`src/sv/vfc_pkg.sv`:
```
// vfc_pkg: shared types, constants and lookup tables for the voxel face cull emitter
// depends on nothing; imported by every module of the block
package vfc_pkg;

    localparam int CFG_W      = 16;
    localparam int CFG_IDX_W  = 2;
    localparam int FACE_COUNT = 6;
    localparam int QDEPTH     = 2;
    localparam int QPTR_W     = 1;
    localparam int QCNT_W     = 2;

    typedef enum logic [CFG_IDX_W-1:0] {
        CFG_LEVEL    = 2'd0,
        CFG_EXTENT_X = 2'd1,
        CFG_EXTENT_Y = 2'd2,
        CFG_EXTENT_Z = 2'd3
    } cfg_idx_t;

    typedef enum logic [2:0] {
        FACE_FRONT  = 3'd0,
        FACE_LEFT   = 3'd1,
        FACE_BACK   = 3'd2,
        FACE_RIGHT  = 3'd3,
        FACE_TOP    = 3'd4,
        FACE_BOTTOM = 3'd5
    } face_t;

    typedef enum logic [1:0] {
        COLOR_BLUE  = 2'd0,
        COLOR_GREEN = 2'd1,
        COLOR_WHITE = 2'd2
    } color_t;

    localparam logic [2:0] LAST_STEP = 3'd5;

    // corner sign per face and corner, bit 0 x .. bit 2 z, 1 means plus extent
    localparam logic [2:0] CORNER_SIGN [FACE_COUNT][4] = '{
        '{3'b110, 3'b111, 3'b101, 3'b100},
        '{3'b110, 3'b100, 3'b000, 3'b010},
        '{3'b011, 3'b010, 3'b000, 3'b001},
        '{3'b111, 3'b011, 3'b001, 3'b101},
        '{3'b111, 3'b110, 3'b010, 3'b011},
        '{3'b101, 3'b001, 3'b000, 3'b100}
    };

    // two triangles over the four corners
    localparam logic [1:0] TRI_ORDER [FACE_COUNT] = '{2'd0, 2'd1, 2'd2, 2'd0, 2'd2, 2'd3};

    function automatic color_t face_color(input face_t f);
        color_t c;
        begin
            case (f)
                FACE_FRONT, FACE_BACK: c = COLOR_BLUE;
                FACE_LEFT, FACE_RIGHT: c = COLOR_GREEN;
                FACE_TOP, FACE_BOTTOM: c = COLOR_WHITE;
                default:               c = COLOR_BLUE;
            endcase
            return c;
        end
    endfunction

endpackage

```
`src/sv/vfc_front.sv`:
```
// vfc_front: accepts cell beats and builds the mask of faces to emit
// depends on vfc_pkg; feeds vfc_queue
module vfc_front
    import vfc_pkg::*;
#(
    parameter int COORD_WIDTH = 24,
    parameter int VALUE_WIDTH = 16
)
(
    input  logic                       in_valid,
    output logic                       in_ready,
    input  logic [3*COORD_WIDTH-1:0]   centers,
    input  logic [VALUE_WIDTH-1:0]     own_value,
    input  logic [6*VALUE_WIDTH-1:0]   nb_values,
    input  logic [CFG_W-1:0]           level,
    input  logic                       q_full,
    output logic                       q_push,
    output logic [3*COORD_WIDTH+5:0]   q_data
);

    localparam int CMP_W = (VALUE_WIDTH > CFG_W) ? VALUE_WIDTH : CFG_W;

    logic [CMP_W-1:0]      level_ext;
    logic [CMP_W-1:0]      own_ext;
    logic                  own_below;
    logic [FACE_COUNT-1:0] mask;

    assign level_ext = CMP_W'(level);
    assign own_ext   = CMP_W'(own_value);
    assign own_below = own_ext < level_ext;

    always_comb
    begin
        for (int f = 0; f < FACE_COUNT; f++)
        begin
            mask[f] = own_below &&
                      (CMP_W'(nb_values[f*VALUE_WIDTH +: VALUE_WIDTH]) >= level_ext);
        end
    end

    // beats with no face give no result and are dropped here
    assign in_ready = !q_full;
    assign q_push   = in_valid && !q_full && (mask != '0);
    assign q_data   = {mask, centers};

endmodule

```
`src/sv/vfc_queue.sv`:
```
// vfc_queue: two-entry register queue between the front and the back
// depends on vfc_pkg
module vfc_queue
    import vfc_pkg::*;
#(
    parameter int WIDTH = 78
)
(
    input  logic             clk,
    input  logic             rst_n,
    input  logic             push,
    input  logic [WIDTH-1:0] push_data,
    output logic             full,
    input  logic             pop,
    output logic             not_empty,
    output logic [WIDTH-1:0] pop_data
);

    logic [WIDTH-1:0]  mem_reg [QDEPTH];
    logic [QPTR_W-1:0] wr_ptr_reg;
    logic [QPTR_W-1:0] wr_ptr_next;
    logic [QPTR_W-1:0] rd_ptr_reg;
    logic [QPTR_W-1:0] rd_ptr_next;
    logic [QCNT_W-1:0] count_reg;
    logic [QCNT_W-1:0] count_next;

    assign full      = count_reg == QCNT_W'(QDEPTH);
    assign not_empty = count_reg != '0;
    assign pop_data  = mem_reg[rd_ptr_reg];

    always_comb
    begin
        wr_ptr_next = push ? wr_ptr_reg + 1'b1 : wr_ptr_reg;
        rd_ptr_next = pop  ? rd_ptr_reg + 1'b1 : rd_ptr_reg;
        count_next  = count_reg;
        if (push && !pop)
        begin
            count_next = count_reg + 1'b1;
        end
        else if (pop && !push)
        begin
            count_next = count_reg - 1'b1;
        end
    end

    always_ff @(posedge clk or negedge rst_n)
    begin
        if (!rst_n)
        begin
            wr_ptr_reg <= '0;
            rd_ptr_reg <= '0;
            count_reg  <= '0;
        end
        else
        begin
            wr_ptr_reg <= wr_ptr_next;
            rd_ptr_reg <= rd_ptr_next;
            count_reg  <= count_next;
        end
    end

    always_ff @(posedge clk)
    begin
        if (push)
        begin
            mem_reg[wr_ptr_reg] <= push_data;
        end
    end

`ifndef NO_ASSERTIONS
    a_no_overflow: assert property (@(posedge clk) disable iff (!rst_n)
        push |-> (!full || pop))
        else $error("queue push while full");
    a_no_underflow: assert property (@(posedge clk) disable iff (!rst_n)
        pop |-> not_empty)
        else $error("queue pop while empty");
    a_count_range: assert property (@(posedge clk) disable iff (!rst_n)
        count_reg <= QCNT_W'(QDEPTH))
        else $error("queue count out of range");
`endif

endmodule

```
`src/sv/vfc_back.sv`:
```
// vfc_back: walks the face mask of one cell and emits six vertex beats per face
// depends on vfc_pkg; drains vfc_queue
module vfc_back
    import vfc_pkg::*;
#(
    parameter int COORD_WIDTH = 24
)
(
    input  logic                       clk,
    input  logic                       rst_n,
    input  logic                       q_not_empty,
    input  logic [3*COORD_WIDTH+5:0]   q_data,
    output logic                       q_pop,
    input  logic [CFG_W-1:0]           extent [3],
    output logic                       out_valid,
    input  logic                       out_ready,
    output face_t                      out_face,
    output color_t                     out_color,
    output logic [3*COORD_WIDTH-1:0]   out_vertex,
    output logic                       out_last
);

    localparam int SUM_W = ((COORD_WIDTH > CFG_W + 1) ? COORD_WIDTH : CFG_W + 1) + 1;

    logic                     busy_reg;
    logic                     busy_next;
    logic [FACE_COUNT-1:0]    mask_reg;
    logic [FACE_COUNT-1:0]    mask_next;
    logic [2:0]               step_reg;
    logic [2:0]               step_next;
    logic [3*COORD_WIDTH-1:0] center_reg;
    logic                     out_valid_reg;
    logic                     out_valid_next;
    face_t                    out_face_reg;
    color_t                   out_color_reg;
    logic [3*COORD_WIDTH-1:0] out_vertex_reg;
    logic                     out_last_reg;

    logic                     adv;
    logic [2:0]               face_idx;
    face_t                    face;
    logic [FACE_COUNT-1:0]    rest_mask;
    logic                     face_last;
    logic                     item_last;
    logic                     load;
    logic [2:0]               signs;
    logic [3*COORD_WIDTH-1:0] vertex;

    always_comb
    begin
        face_idx = 3'd0;
        for (int f = FACE_COUNT - 1; f >= 0; f--)
        begin
            if (mask_reg[f])
            begin
                face_idx = 3'(f);
            end
        end
    end

    assign face      = face_t'(face_idx);
    assign rest_mask = mask_reg & ~(FACE_COUNT'(1) << face_idx);
    assign face_last = step_reg == LAST_STEP;
    assign item_last = face_last && (rest_mask == '0);
    assign adv       = busy_reg && (!out_valid_reg || out_ready);
    assign load      = q_not_empty && (!busy_reg || (adv && item_last));
    assign q_pop     = load;
    assign signs     = CORNER_SIGN[face_idx][TRI_ORDER[step_reg]];

    generate
        for (genvar a = 0; a < 3; a++)
        begin : g_axis
            logic signed [SUM_W-1:0] c_ext;
            logic signed [SUM_W-1:0] e_ext;
            logic signed [SUM_W-1:0] sum;
            logic [COORD_WIDTH-1:0]  sat;
            always_comb
            begin
                c_ext = SUM_W'($signed(center_reg[a*COORD_WIDTH +: COORD_WIDTH]));
                e_ext = $signed({{(SUM_W-CFG_W){1'b0}}, extent[a]});
                sum   = signs[a] ? c_ext + e_ext : c_ext - e_ext;
                if (sum[SUM_W-1:COORD_WIDTH-1] == '0 || sum[SUM_W-1:COORD_WIDTH-1] == '1)
                begin
                    sat = sum[COORD_WIDTH-1:0];
                end
                else if (sum[SUM_W-1])
                begin
                    sat = {1'b1, {(COORD_WIDTH-1){1'b0}}};
                end
                else
                begin
                    sat = {1'b0, {(COORD_WIDTH-1){1'b1}}};
                end
            end
            assign vertex[a*COORD_WIDTH +: COORD_WIDTH] = sat;
        end
    endgenerate

    always_comb
    begin
        busy_next = busy_reg;
        mask_next = mask_reg;
        step_next = step_reg;
        if (adv)
        begin
            if (face_last)
            begin
                mask_next = rest_mask;
                step_next = 3'd0;
                if (item_last)
                begin
                    busy_next = 1'b0;
                end
            end
            else
            begin
                step_next = step_reg + 3'd1;
            end
        end
        if (load)
        begin
            busy_next = 1'b1;
            mask_next = q_data[3*COORD_WIDTH +: FACE_COUNT];
            step_next = 3'd0;
        end
    end

    always_comb
    begin
        out_valid_next = out_valid_reg;
        if (adv)
        begin
            out_valid_next = 1'b1;
        end
        else if (out_ready)
        begin
            out_valid_next = 1'b0;
        end
    end

    always_ff @(posedge clk or negedge rst_n)
    begin
        if (!rst_n)
        begin
            busy_reg      <= 1'b0;
            mask_reg      <= '0;
            step_reg      <= 3'd0;
            out_valid_reg <= 1'b0;
        end
        else
        begin
            busy_reg      <= busy_next;
            mask_reg      <= mask_next;
            step_reg      <= step_next;
            out_valid_reg <= out_valid_next;
        end
    end

    always_ff @(posedge clk)
    begin
        if (load)
        begin
            center_reg <= q_data[3*COORD_WIDTH-1:0];
        end
        if (adv)
        begin
            out_face_reg   <= face;
            out_color_reg  <= face_color(face);
            out_vertex_reg <= vertex;
            out_last_reg   <= item_last;
        end
    end

    assign out_valid  = out_valid_reg;
    assign out_face   = out_face_reg;
    assign out_color  = out_color_reg;
    assign out_vertex = out_vertex_reg;
    assign out_last   = out_last_reg;

`ifndef NO_ASSERTIONS
    a_busy_has_faces: assert property (@(posedge clk) disable iff (!rst_n)
        busy_reg |-> (mask_reg != '0))
        else $error("working on a cell with no faces left");
    a_step_range: assert property (@(posedge clk) disable iff (!rst_n)
        step_reg <= LAST_STEP)
        else $error("vertex step out of range");
    a_step_advance: assert property (@(posedge clk) disable iff (!rst_n)
        (adv && !face_last && !load) |=> (step_reg == $past(step_reg) + 3'd1))
        else $error("vertex step did not advance");
    a_pop_on_last: assert property (@(posedge clk) disable iff (!rst_n)
        (q_pop && busy_reg) |-> (adv && item_last))
        else $error("queue popped before the current cell finished");
`endif

endmodule

```
`src/sv/voxel_face_cull_emitter.sv`:
```
// voxel_face_cull_emitter: culls the six faces of a voxel cell and emits two triangles per face
// the first vertex beat passes the queue, walker state and output register in turn
// one vertex beat per cycle unless m_axis_tready stalls; a cell with k faces gives 6*k beats
// cells with no visible face are accepted and give no beat
// a two-entry queue lets cell beats be taken while vertices drain
// rst_n asynchronous active low; registers reset to level 32768 and extents 128
module voxel_face_cull_emitter
    import vfc_pkg::*;
#(
    parameter int COORD_WIDTH = 24,
    parameter int VALUE_WIDTH = 16
)
(
    input  logic                    clk,
    input  logic                    rst_n,
    input  logic                    cfg_we,
    input  logic [CFG_IDX_W-1:0]    cfg_index,
    input  logic [CFG_W-1:0]        cfg_data,
    input  logic                    s_axis_tvalid,
    output logic                    s_axis_tready,
    // center_x, center_y, center_z, own_value, front_value, left_value,
    // back_value, right_value, top_value, bottom_value, zero fill
    input  logic [((3*COORD_WIDTH+7*VALUE_WIDTH+7)/8)*8-1:0] s_axis_tdata,
    output logic                    m_axis_tvalid,
    input  logic                    m_axis_tready,
    // vertex_x, vertex_y, vertex_z, zero fill
    output logic [((3*COORD_WIDTH+7)/8)*8-1:0] m_axis_tdata,
    // face, color_code
    output logic [4:0]              m_axis_tuser,
    output logic                    m_axis_tlast
);

    localparam int IN_W  = ((3*COORD_WIDTH+7*VALUE_WIDTH+7)/8)*8;
    localparam int OUT_W = ((3*COORD_WIDTH+7)/8)*8;
    localparam int Q_W   = 3*COORD_WIDTH + FACE_COUNT;

    logic [CFG_W-1:0]         level_reg;
    logic [CFG_W-1:0]         extent_reg [3];
    logic                     q_full;
    logic                     q_push;
    logic [Q_W-1:0]           q_wdata;
    logic                     q_pop;
    logic                     q_not_empty;
    logic [Q_W-1:0]           q_rdata;
    face_t                    out_face;
    color_t                   out_color;
    logic [3*COORD_WIDTH-1:0] out_vertex;

    always_ff @(posedge clk or negedge rst_n)
    begin
        if (!rst_n)
        begin
            level_reg     <= CFG_W'(32768);
            extent_reg[0] <= CFG_W'(128);
            extent_reg[1] <= CFG_W'(128);
            extent_reg[2] <= CFG_W'(128);
        end
        else if (cfg_we)
        begin
            case (cfg_idx_t'(cfg_index))
                CFG_LEVEL:    level_reg     <= cfg_data;
                CFG_EXTENT_X: extent_reg[0] <= cfg_data;
                CFG_EXTENT_Y: extent_reg[1] <= cfg_data;
                CFG_EXTENT_Z: extent_reg[2] <= cfg_data;
                default:      level_reg     <= level_reg;
            endcase
        end
    end

    vfc_front #(
        .COORD_WIDTH (COORD_WIDTH),
        .VALUE_WIDTH (VALUE_WIDTH)
    ) u_front (
        .in_valid  (s_axis_tvalid),
        .in_ready  (s_axis_tready),
        .centers   (s_axis_tdata[3*COORD_WIDTH-1:0]),
        .own_value (s_axis_tdata[3*COORD_WIDTH +: VALUE_WIDTH]),
        .nb_values (s_axis_tdata[3*COORD_WIDTH+VALUE_WIDTH +: 6*VALUE_WIDTH]),
        .level     (level_reg),
        .q_full    (q_full),
        .q_push    (q_push),
        .q_data    (q_wdata)
    );

    vfc_queue #(
        .WIDTH (Q_W)
    ) u_queue (
        .clk       (clk),
        .rst_n     (rst_n),
        .push      (q_push),
        .push_data (q_wdata),
        .full      (q_full),
        .pop       (q_pop),
        .not_empty (q_not_empty),
        .pop_data  (q_rdata)
    );

    vfc_back #(
        .COORD_WIDTH (COORD_WIDTH)
    ) u_back (
        .clk         (clk),
        .rst_n       (rst_n),
        .q_not_empty (q_not_empty),
        .q_data      (q_rdata),
        .q_pop       (q_pop),
        .extent      (extent_reg),
        .out_valid   (m_axis_tvalid),
        .out_ready   (m_axis_tready),
        .out_face    (out_face),
        .out_color   (out_color),
        .out_vertex  (out_vertex),
        .out_last    (m_axis_tlast)
    );

    assign m_axis_tdata = OUT_W'(out_vertex);
    assign m_axis_tuser = {out_color, out_face};

`ifndef NO_ASSERTIONS
    a_in_width: assert property (@(posedge clk) disable iff (!rst_n)
        (s_axis_tvalid && s_axis_tready) |-> (IN_W >= 3*COORD_WIDTH+7*VALUE_WIDTH))
        else $error("input beat narrower than its fields");
    a_out_face_range: assert property (@(posedge clk) disable iff (!rst_n)
        m_axis_tvalid |-> (face_color(out_face) == out_color))
        else $error("color does not match face");
    a_cull_no_push: assert property (@(posedge clk) disable iff (!rst_n)
        q_push |-> (s_axis_tvalid && s_axis_tready))
        else $error("queue written without an accepted beat");
`endif

endmodule
```
`config.mk`:
```
export PLATFORM = sky130hd
export DESIGN_NAME = voxel_face_cull_emitter
export DESIGN_NICKNAME = d
export VERILOG_FILES = /design/src/sv/vfc_pkg.sv /design/src/sv/vfc_front.sv /design/src/sv/vfc_queue.sv /design/src/sv/vfc_back.sv /design/src/sv/voxel_face_cull_emitter.sv
export SDC_FILE = /design/constraint.sdc
export NUM_CORES = 1
export LEC_CHECK = 0
export BUFFER_PORTS_ARGS = -buffer_cell sky130_fd_sc_hd__buf_2
export CAP_MARGIN = 20
export CORE_MARGIN = 4
export CORE_UTILIZATION = 35
export CTS_BUF_LIST = sky130_fd_sc_hd__clkbuf_4 sky130_fd_sc_hd__clkbuf_8 sky130_fd_sc_hd__clkbuf_16
export DETAILED_ROUTE_END_ITERATION = 10
export PLACE_DENSITY = 0.61
export SLEW_MARGIN = 25
export SYNTH_ARGS = -nofsm -noshare
export SYNTH_HDL_FRONTEND = slang
export SYNTH_SLANG_ARGS = --single-unit
```
`constraint.sdc`:
```
create_clock -name clk -period 5.85 [get_ports clk]
set_input_delay 0.585 -clock clk [delete_from_list [all_inputs] [get_ports clk]]
set_output_delay 0.585 -clock clk [all_outputs]
set_load 0.02 [all_outputs]
```
==> Implementation_results.wiki, run 1 <==
{| class="wikitable"
! Metric !! Value
|-
| Worst slew margin || 38.2%
|-
| Routed vias/inst || 5.13
|-
| Outcome || finished, final reports clean
|-
| Avg Synthesized Cell Area || 12.7 um2
|-
| Measured slew at the worst slew-check pin || 923 ps
|-
| Buffers inserted by post-CTS timing repair || 0
|-
| Arrival time reported for the critical path endpoint || 5830 ps
|-
| Maximum number of pins on one net before global-route repair || 79
|-
| Portion of the clock cycle consumed by the worst path in the final layout || 94.3%
|-
| Violation count after the first detailed-route iteration || 707
|-
| Setup WS pre-CTS || 78.1 ps
|-
| Data required, critical path || 6160 ps
|-
| Max reg flops || 156
|-
| Max Buffers Root-to-Sink || 3
|-
| Die outline area || 0.0644 mm2
|-
| Final instance area || 0.0251 mm2
|-
| Number of global-route vias before repair || 14.6k
|-
| Crit path capture type || flop
|-
| Achievable Freq || 181 MHz
|-
| Height of the die || 254 um
|-
| Total Routing Usage GR || 16.9%
|-
| Clock skew || 16.7 ps
|-
| Number of routed nets with antenna violations || 0
|-
| Net count, final || 2378
|-
| Post-synthesis instance total || 1665
|-
| Congestion Overflow GR || 0
|-
| CTS Sinks || 385
|-
| Hold/Removal Path Class || in2reg
|-
| Weighted congestion reported at the end of routability-driven placement || 0.889
|-
| Max-slew violation count || 0
|-
| Number of clock buffers inserted by TritonCTS || 41
|-
| Library cell used as clock root buffer || sky130_fd_sc_hd__clkbuf_16
|-
| CTS tree || yes
|-
| Setup repair after global routing missed its margin || true
|-
| Fraction of final layout cells with drive strength greater than 1 || 27.5%
|-
| Largest fanout of any net on the critical path || 24
|-
| Tmin final || 5520 ps
|-
| Die Wd || 254 um
|-
| Cell row count || 89
|-
| Final Hold Viols || 0
|-
| Finished Layout Cells || 2783
|-
| Clock latency at the later pin of the worst-skew pair || 570 ps
|-
| Total detailed-routing wirelength || 55600 um
|-
| Detailed-route via count || 14.3k
|-
| Number of synthesized flops with an enable pin || 306
|-
| Post-Syn Nets || 2067
|-
| Standard cell area after detailed placement || 0.0237 mm2
|-
| Placed cell count || 2705
|-
| Number of max-cap violations || 0
|-
| Slack of the critical path || 334 ps
|-
| Element type at the critical path start || flop
|-
| YS warnings || 0
|-
| Setup violators final || 0
|-
| Synthesized area || 0.0212 mm2
|-
| Post-synth top flop || sky130_fd_sc_hd__edfxtp_1
|-
| Part of the Yosys area used for sequential elements || 52.8%
|-
| Number of top-level design ports || 287
|-
| Number of buffers added on ports || 286
|-
| Length of the first detailed-routing pass in iterations || 5
|-
| Total core area || 0.0595 mm2
|-
| Count of unique library cells instantiated by Yosys || 75
|-
| Worst Path Class, Setup || reg2reg
|-
| Initial antenna violation count || 6
|-
| Number of levels the H-tree was split into || 2
|-
| Global-route wire length before repair || 84600 um
|-
| Detailed placer's ending HPWL || 41900 um
|-
| Flip-flop and latch count after synthesis || 385
|-
| Post-detailed-route wirelength per cell || 20.0 um
|-
| Post-layout utilization of the core || 42.3%
|-
| DRC viols || 0
|-
| FFs w/ async S/R, synth || 20.5%
|-
| Synthesis-to-finish area growth || 18.9%
|-
| Initial Utilization || 35.6%
|-
| Reg clk slew, reported paths || 60 ps
|}
[layer usage]
metal	routed length, um	vias to the layer above	part of all wire, %	global-route usage [%]
li1	-	6966	-	-
met1	24500	6848	44	22.2
met2	26900	372	48	29.1
met3	2870	80	5.2	3.16
met4	1290	4	2.3	4.15
met5	21	-	0.038	0
[area by class of cell]
cell class | instances | area, um2
clock buffer | 52 | 1130
antenna | 2 | 5.00
multi-input combinational | 1171 | 9650
fill | 5614 | 34300
inverter | 62 | 233
tap | 773 | 967
sequential | 385 | 11200
timing repair buffer | 315 | 1700
clock inverter | 23 | 288
[worst max-delay path, stage by stage, from the launching register on]
cell	delay (ps)
sky130_fd_sc_hd__dfrtp_1	420
sky130_fd_sc_hd__inv_1	110
sky130_fd_sc_hd__a21oi_1	80
sky130_fd_sc_hd__nor2_1	90
sky130_fd_sc_hd__nor2_1	40
sky130_fd_sc_hd__or2_2	310
sky130_fd_sc_hd__ha_1	350
sky130_fd_sc_hd__mux2i_1	90
sky130_fd_sc_hd__o21ai_0	160
sky130_fd_sc_hd__a21oi_1	70
sky130_fd_sc_hd__nor3_2	180
sky130_fd_sc_hd__buf_4	190
sky130_fd_sc_hd__nand2_1	60
sky130_fd_sc_hd__o21ai_1	100
sky130_fd_sc_hd__inv_1	80
sky130_fd_sc_hd__fa_1	420
sky130_fd_sc_hd__nor2b_1	200
sky130_fd_sc_hd__o31ai_1	90
sky130_fd_sc_hd__buf_4	150
sky130_fd_sc_hd__a211oi_2	270
sky130_fd_sc_hd__o31ai_2	120
sky130_fd_sc_hd__or4_1	480
sky130_fd_sc_hd__o21ai_1	210
sky130_fd_sc_hd__a2111oi_2	80
sky130_fd_sc_hd__o21bai_1	230
sky130_fd_sc_hd__xnor2_2	130
sky130_fd_sc_hd__buf_12	170
sky130_fd_sc_hd__maj3_1	370
[stage by stage]
| step | setup TNS, ps | hold slack, ps |
|---|---|---|
| final | 0 | 205 |
| after global routing | -851 | 162 |
| after CTS | 0 | 162 |
| after detailed placement | 0 | 485 |
| after global placement | 0 | 473 |
| after floorplan | 0 | 289 |
[worst paths after layout]
kind | startpoint | endpoint | slack [ps] | cells past startpoint
min in group asynchronous | rst_n | extent_reg[30] | 530 | 2
setup / recovery | u_back.mask_reg[4] | u_back.out_vertex[2] | 330 | 27
max in group asynchronous | rst_n | u_queue.rd_ptr_reg | 4300 | 3
hold / removal | s_axis_tdata[18] | u_queue.mem_reg[1][18] | 200 | 1
hold reg to reg | u_back.busy_reg | u_back.out_valid | 490 | 1
setup reg to reg | u_back.mask_reg[4] | u_back.out_vertex[2] | 330 | 27
[cell usage in the layout (no fill, tap or decap), types with 28 or more instances in the layout]
cell type / instances
sky130_fd_sc_hd__a21o_1: 57
sky130_fd_sc_hd__a21oi_1: 104
sky130_fd_sc_hd__buf_2: 285
sky130_fd_sc_hd__clkbuf_16: 42
sky130_fd_sc_hd__dfrtp_1: 74
sky130_fd_sc_hd__edfxtp_1: 306
sky130_fd_sc_hd__ha_1: 192
sky130_fd_sc_hd__inv_1: 61
sky130_fd_sc_hd__maj3_1: 49
sky130_fd_sc_hd__mux2_2: 121
sky130_fd_sc_hd__nand2_1: 67
sky130_fd_sc_hd__nor2_1: 73
sky130_fd_sc_hd__o21a_1: 28
sky130_fd_sc_hd__o21ai_0: 75
sky130_fd_sc_hd__xnor2_1: 85
[cell families (layout without fill, tap and decap cells)]
| family | count (synthesis) | count (layout) | synth area share, % |
|---|---|---|---|
| compound gates | 405 | 405 | 12.7 |
| simple gates | 277 | 277 | 6.62 |
| xor+xnor | 117 | 117 | 4.97 |
| fa+ha+maj | 244 | 244 | 14.0 |
| flops | 385 | 385 | 52.8 |
| other cells | 0 | 2 | 0 |
| buf+inv | 109 | 452 | 2.13 |
| mux | 128 | 128 | 6.77 |
[cells in the mapped netlist (16+ instances only)]
cell | count | share of area (%)
sky130_fd_sc_hd__xnor2_1 | 88 | 3.6
sky130_fd_sc_hd__a21o_1 | 57 | 2.0
sky130_fd_sc_hd__dfrtp_1 | 75 | 8.9
sky130_fd_sc_hd__o31ai_1 | 19 | 0.67
sky130_fd_sc_hd__nand4_1 | 16 | 0.47
sky130_fd_sc_hd__inv_1 | 62 | 1.1
sky130_fd_sc_hd__a21oi_1 | 105 | 2.5
sky130_fd_sc_hd__xor2_1 | 27 | 1.1
sky130_fd_sc_hd__nand2_1 | 67 | 1.2
sky130_fd_sc_hd__a211oi_1 | 17 | 0.60
sky130_fd_sc_hd__edfxtp_1 | 306 | 43
sky130_fd_sc_hd__nor2b_1 | 17 | 0.50
sky130_fd_sc_hd__o21a_1 | 28 | 0.99
sky130_fd_sc_hd__maj3_1 | 49 | 2.3
sky130_fd_sc_hd__nand2b_1 | 21 | 0.62
sky130_fd_sc_hd__mux2_2 | 121 | 6.4
sky130_fd_sc_hd__nand3_1 | 22 | 0.52
sky130_fd_sc_hd__nor2_1 | 75 | 1.3
sky130_fd_sc_hd__o21ai_0 | 78 | 1.8
sky130_fd_sc_hd__ha_1 | 192 | 11
sky130_fd_sc_hd__clkbuf_1 | 35 | 0.62
[repair_timing]
action,4_1_cts,5_1_grt
endpoints found under the setup margin,0,70
resized for setup,0,16
hold buffers,1,0
endpoints found under the hold margin,33,0
Power of run 1 is not shown: default switching activity piles up to over one toggle a cycle in this logic, so the estimate is an artifact.
==> inputs of run 2 (changes only) <==
GPL_TIMING_DRIVEN = 0   (was not set)
==> run 2 against run 1 <==
Compared with the run above:
- via count is 1.8% higher
- largest cell class unchanged
- die area stayed put
- clock skew fell by 1.2 ps
- utilization increased by 0.82 points
- maximum frequency shrank 1.7%
- hold slack worse by 3.8 ps
- register-to-register slack got worse by 90 ps
- routed wire length grew 1.2%
- non-clock buffer count rose by 40
- sequential share of layout area decreased by 0.86 points
- critical path depth decreased by 3
- global-route usage barely moved
==> Implementation_results.wiki, run 2 (synthesized netlist as in run 1, its figures left out) <==
{| class="wikitable"
! Metric !! Value
|-
| Net count, final || 2418 (+1.7%)
|-
| Hold Path Origin || s_axis_tdata[2]
|-
| Worst Path Class, Setup || reg2reg
|-
| Clock latency at the later pin of the worst-skew pair || 570 ps (about the same)
|-
| Tmin final || 5610 ps (+94.5 ps)
|-
| Number of buffers added on ports || 286 (unchanged)
|-
| CTS tree || yes
|-
| DRC viols || 0 (unchanged)
|-
| Fraction of final layout cells with drive strength greater than 1 || 28.8% (+1.2 points)
|-
| Portion of the clock cycle consumed by the worst path in the final layout || 95.9% (+1.6 points)
|-
| Detailed placer's ending HPWL || 43000 um (+2.6%)
|-
| Number of levels the H-tree was split into || 2 (unchanged)
|-
| Slowest library cell on the worst path || sky130_fd_sc_hd__dfrtp_1
|-
| Die outline area || 0.0644 mm2 (unchanged)
|-
| Weighted congestion reported at the end of routability-driven placement || 0.877 (-1.3%)
|-
| Worst slew margin || 38.6% (+0.32 points)
|-
| Max reg flops || 156 (unchanged)
|-
| Launch instance of the worst register-to-register path || u_back.mask_reg[3]
|-
| Max-slew violation count || 0 (unchanged)
|-
| Violation count after the first detailed-route iteration || 851 (+20%)
|-
| Arrival time reported for the critical path endpoint || 5920 ps (+90 ps)
|-
| Cell row count || 89 (unchanged)
|-
| CTS Sinks || 385 (unchanged)
|-
| Number of global-route vias before repair || 14.8k (+1.4%)
|-
| Cell-by-cell listing of the critical path || a21oi_1 > nor2_1 > nor2_1 > or2_2 > ha_4 > mux2i_1 > o21ai_1 > a21oi_2 > nor3_4 > buf_12 > buf_4 > o21ai_1 > ha_1 > a211oi_1 > o21bai_1 > a21oi_1 > o32a_1 > a31oi_2 > a221oi_2 > o21ai_0 > a21oi_1 > xnor2_2 > clkbuf_2 > maj3_1
|-
| Reg-to-Reg End || u_back.out_vertex[8]
|-
| Initial Utilization || 35.6% (unchanged)
|-
| Element type at the critical path start || flop
|-
| Global-route wire length before repair || 84300 um (-0.34%)
|-
| Final Hold Viols || 0 (unchanged)
|-
| Synthesis-to-finish area growth || 21.2%
|-
| Cell depth of the worst min-delay path || 1 (unchanged)
|-
| Max Buffers Root-to-Sink || 3 (unchanged)
|-
| Post-detailed-route wirelength per cell || 19.9 um (-0.49%)
|-
| Hold/Removal Path Class || in2reg
|-
| Detailed-route via count || 14.5k (+1.8%)
|-
| Congestion Overflow GR || 0 (unchanged)
|-
| Total core area || 0.0595 mm2 (unchanged)
|-
| Die Wd || 254 um (unchanged)
|-
| Setup violators final || 0 (unchanged)
|-
| Number of clock buffers inserted by TritonCTS || 41 (unchanged)
|-
| R2r setup slk || 240 ps (-90 ps)
|-
| Reg clk slew, reported paths || 60 ps (about the same)
|-
| Number of max-cap violations || 0 (unchanged)
|-
| Outcome || finished, final reports clean
|-
| Crit path capture type || flop
|-
| Maximum cell stage delay along the critical path || 510 ps (+30 ps)
|-
| Clock skew || 15.5 ps (-1.22 ps)
|-
| Slack of the critical path || 239 ps (-94.5 ps)
|-
| Total Routing Usage GR || 17.0% (+0.042 points)
|-
| Number of top-level design ports || 287 (unchanged)
|-
| Height of the die || 254 um (unchanged)
|-
| Length of the first detailed-routing pass in iterations || 5 (unchanged)
|-
| Setup WS pre-CTS || -1080 ps (-1150 ps)
|-
| Library cell used as clock root buffer || sky130_fd_sc_hd__clkbuf_16
|-
| Initial antenna violation count || 14 (+8)
|-
| Hold EP || u_queue.mem_reg[0][2]
|-
| Fin Hold WS || 201 ps (-3.79 ps)
|-
| Most frequent standard cell in the layout excluding fill and tap cells || sky130_fd_sc_hd__edfxtp_1
|-
| Total detailed-routing wirelength || 56300 um (+1.2%)
|-
| Achievable Freq || 178 MHz (-1.7%)
|-
| Worst path most repeated cell || sky130_fd_sc_hd__a21oi_1
|-
| Routed vias/inst || 5.13 (+0.11%)
|-
| Maximum number of pins on one net before global-route repair || 50 (-37%)
|-
| Most frequent cells in the layout || sky130_fd_sc_hd__edfxtp_1, sky130_fd_sc_hd__buf_2, sky130_fd_sc_hd__ha_1
|-
| Largest fanout of any net on the critical path || 10 (-58%)
|-
| FF-to-FF path depth || 24 (-11%)
|-
| Measured slew at the worst slew-check pin || 920 ps (-3.98 ps)
|-
| Number of routed nets with antenna violations || 0 (unchanged)
|-
| Data required, critical path || 6160 ps (about the same)
|}
[run 2: cell types whose count changed in the layout (fill, tap and decap cells not counted), moves of 6 or more]
| cell | delta |
|---|---|
| sky130_fd_sc_hd__clkbuf_2 | +8 |
| sky130_fd_sc_hd__diode_2 | +7 |
| sky130_fd_sc_hd__clkbuf_1 | +22 |
| sky130_fd_sc_hd__buf_4 | -9 |
| sky130_fd_sc_hd__buf_16 | +6 |
[run 2: per-stage QoR]
| stage | util [%] | instance area [um2] | TNS (ps) | std cells |
|---|---|---|---|---|
| floorplan | - | 21200 | 0 | 1665 |
| global placement | 39.6 | 23600 | -208430 | 2724 |
| detailed placement | 40.0 | 23800 | -60840 | 2732 |
| CTS | 42.7 | 25400 | 0 | 2812 |
| global route | 43.1 | 25600 | -40.7 | 2822 |
| finish | 43.1 | 25600 | 0 | 2829 |
[run 2: final cells by class]
cell class | count | area [um2]
fillers | 5519 | 33800
flip-flops and latches | 385 | 11200
multi-input cells | 1171 | 9830
repair buffers | 309 | 1770
clock buffers | 58 | 1230
well taps | 773 | 967
plain buffers | 46 | 251
inverters | 62 | 235
clock inverters | 16 | 154
diodes | 9 | 22.5
[run 2: timing repair]
action | in CTS | in global routing
hold buffers | 1 | 0
hold endpoints to repair | 30 | 0
gates resized for setup | 29 | 55
setup buffers | 6 | 8
endpoints found under the setup margin | 72 | 72
pin swaps | 6 | 13
[run 2: worst max-delay path: cells and delay by family, from the launching register on]
kind,cells,cell delay (ps)
fa+ha+maj,3,960
compound gates,12,2460
buf+inv,3,560
xor+xnor,1,190
simple gates,4,530
flops,1,510
mux,1,160
[run 2: worst max-delay path by stage]
| stage | startpoint | to | slack, ps | cells past startpoint |
|---|---|---|---|---|
| 2_1_floorplan | u_back.mask_reg[3] | u_back.out_vertex[10] | 530 | 25 |
| 3_3_place_gp | s_axis_tdata[168] | u_queue.mem_reg[0][60] | -1190 | 12 |
| 3_5_place_dp | u_back.mask_reg[3] | u_back.out_vertex[1] | -1080 | 25 |
| 4_1_cts | u_back.mask_reg[1] | u_back.out_vertex[57] | 6 | 23 |
| 5_1_grt | u_back.mask_reg[4] | u_back.out_vertex[14] | -20 | 26 |
| 6_report | u_back.mask_reg[3] | u_back.out_vertex[8] | 240 | 24 |
[run 2: layer usage]
metal | GRT usage, % | vias to the layer above | wire (um)
met1 | 21.0 | 7028 | 24100
met2 | 29.9 | 334 | 27700
met4 | 3.92 | 8 | 1070
met5 | 0 | - | 48
li1 | - | 7079 | -
met3 | 4.24 | 73 | 3330
Power of run 2 is left out for the same reason.
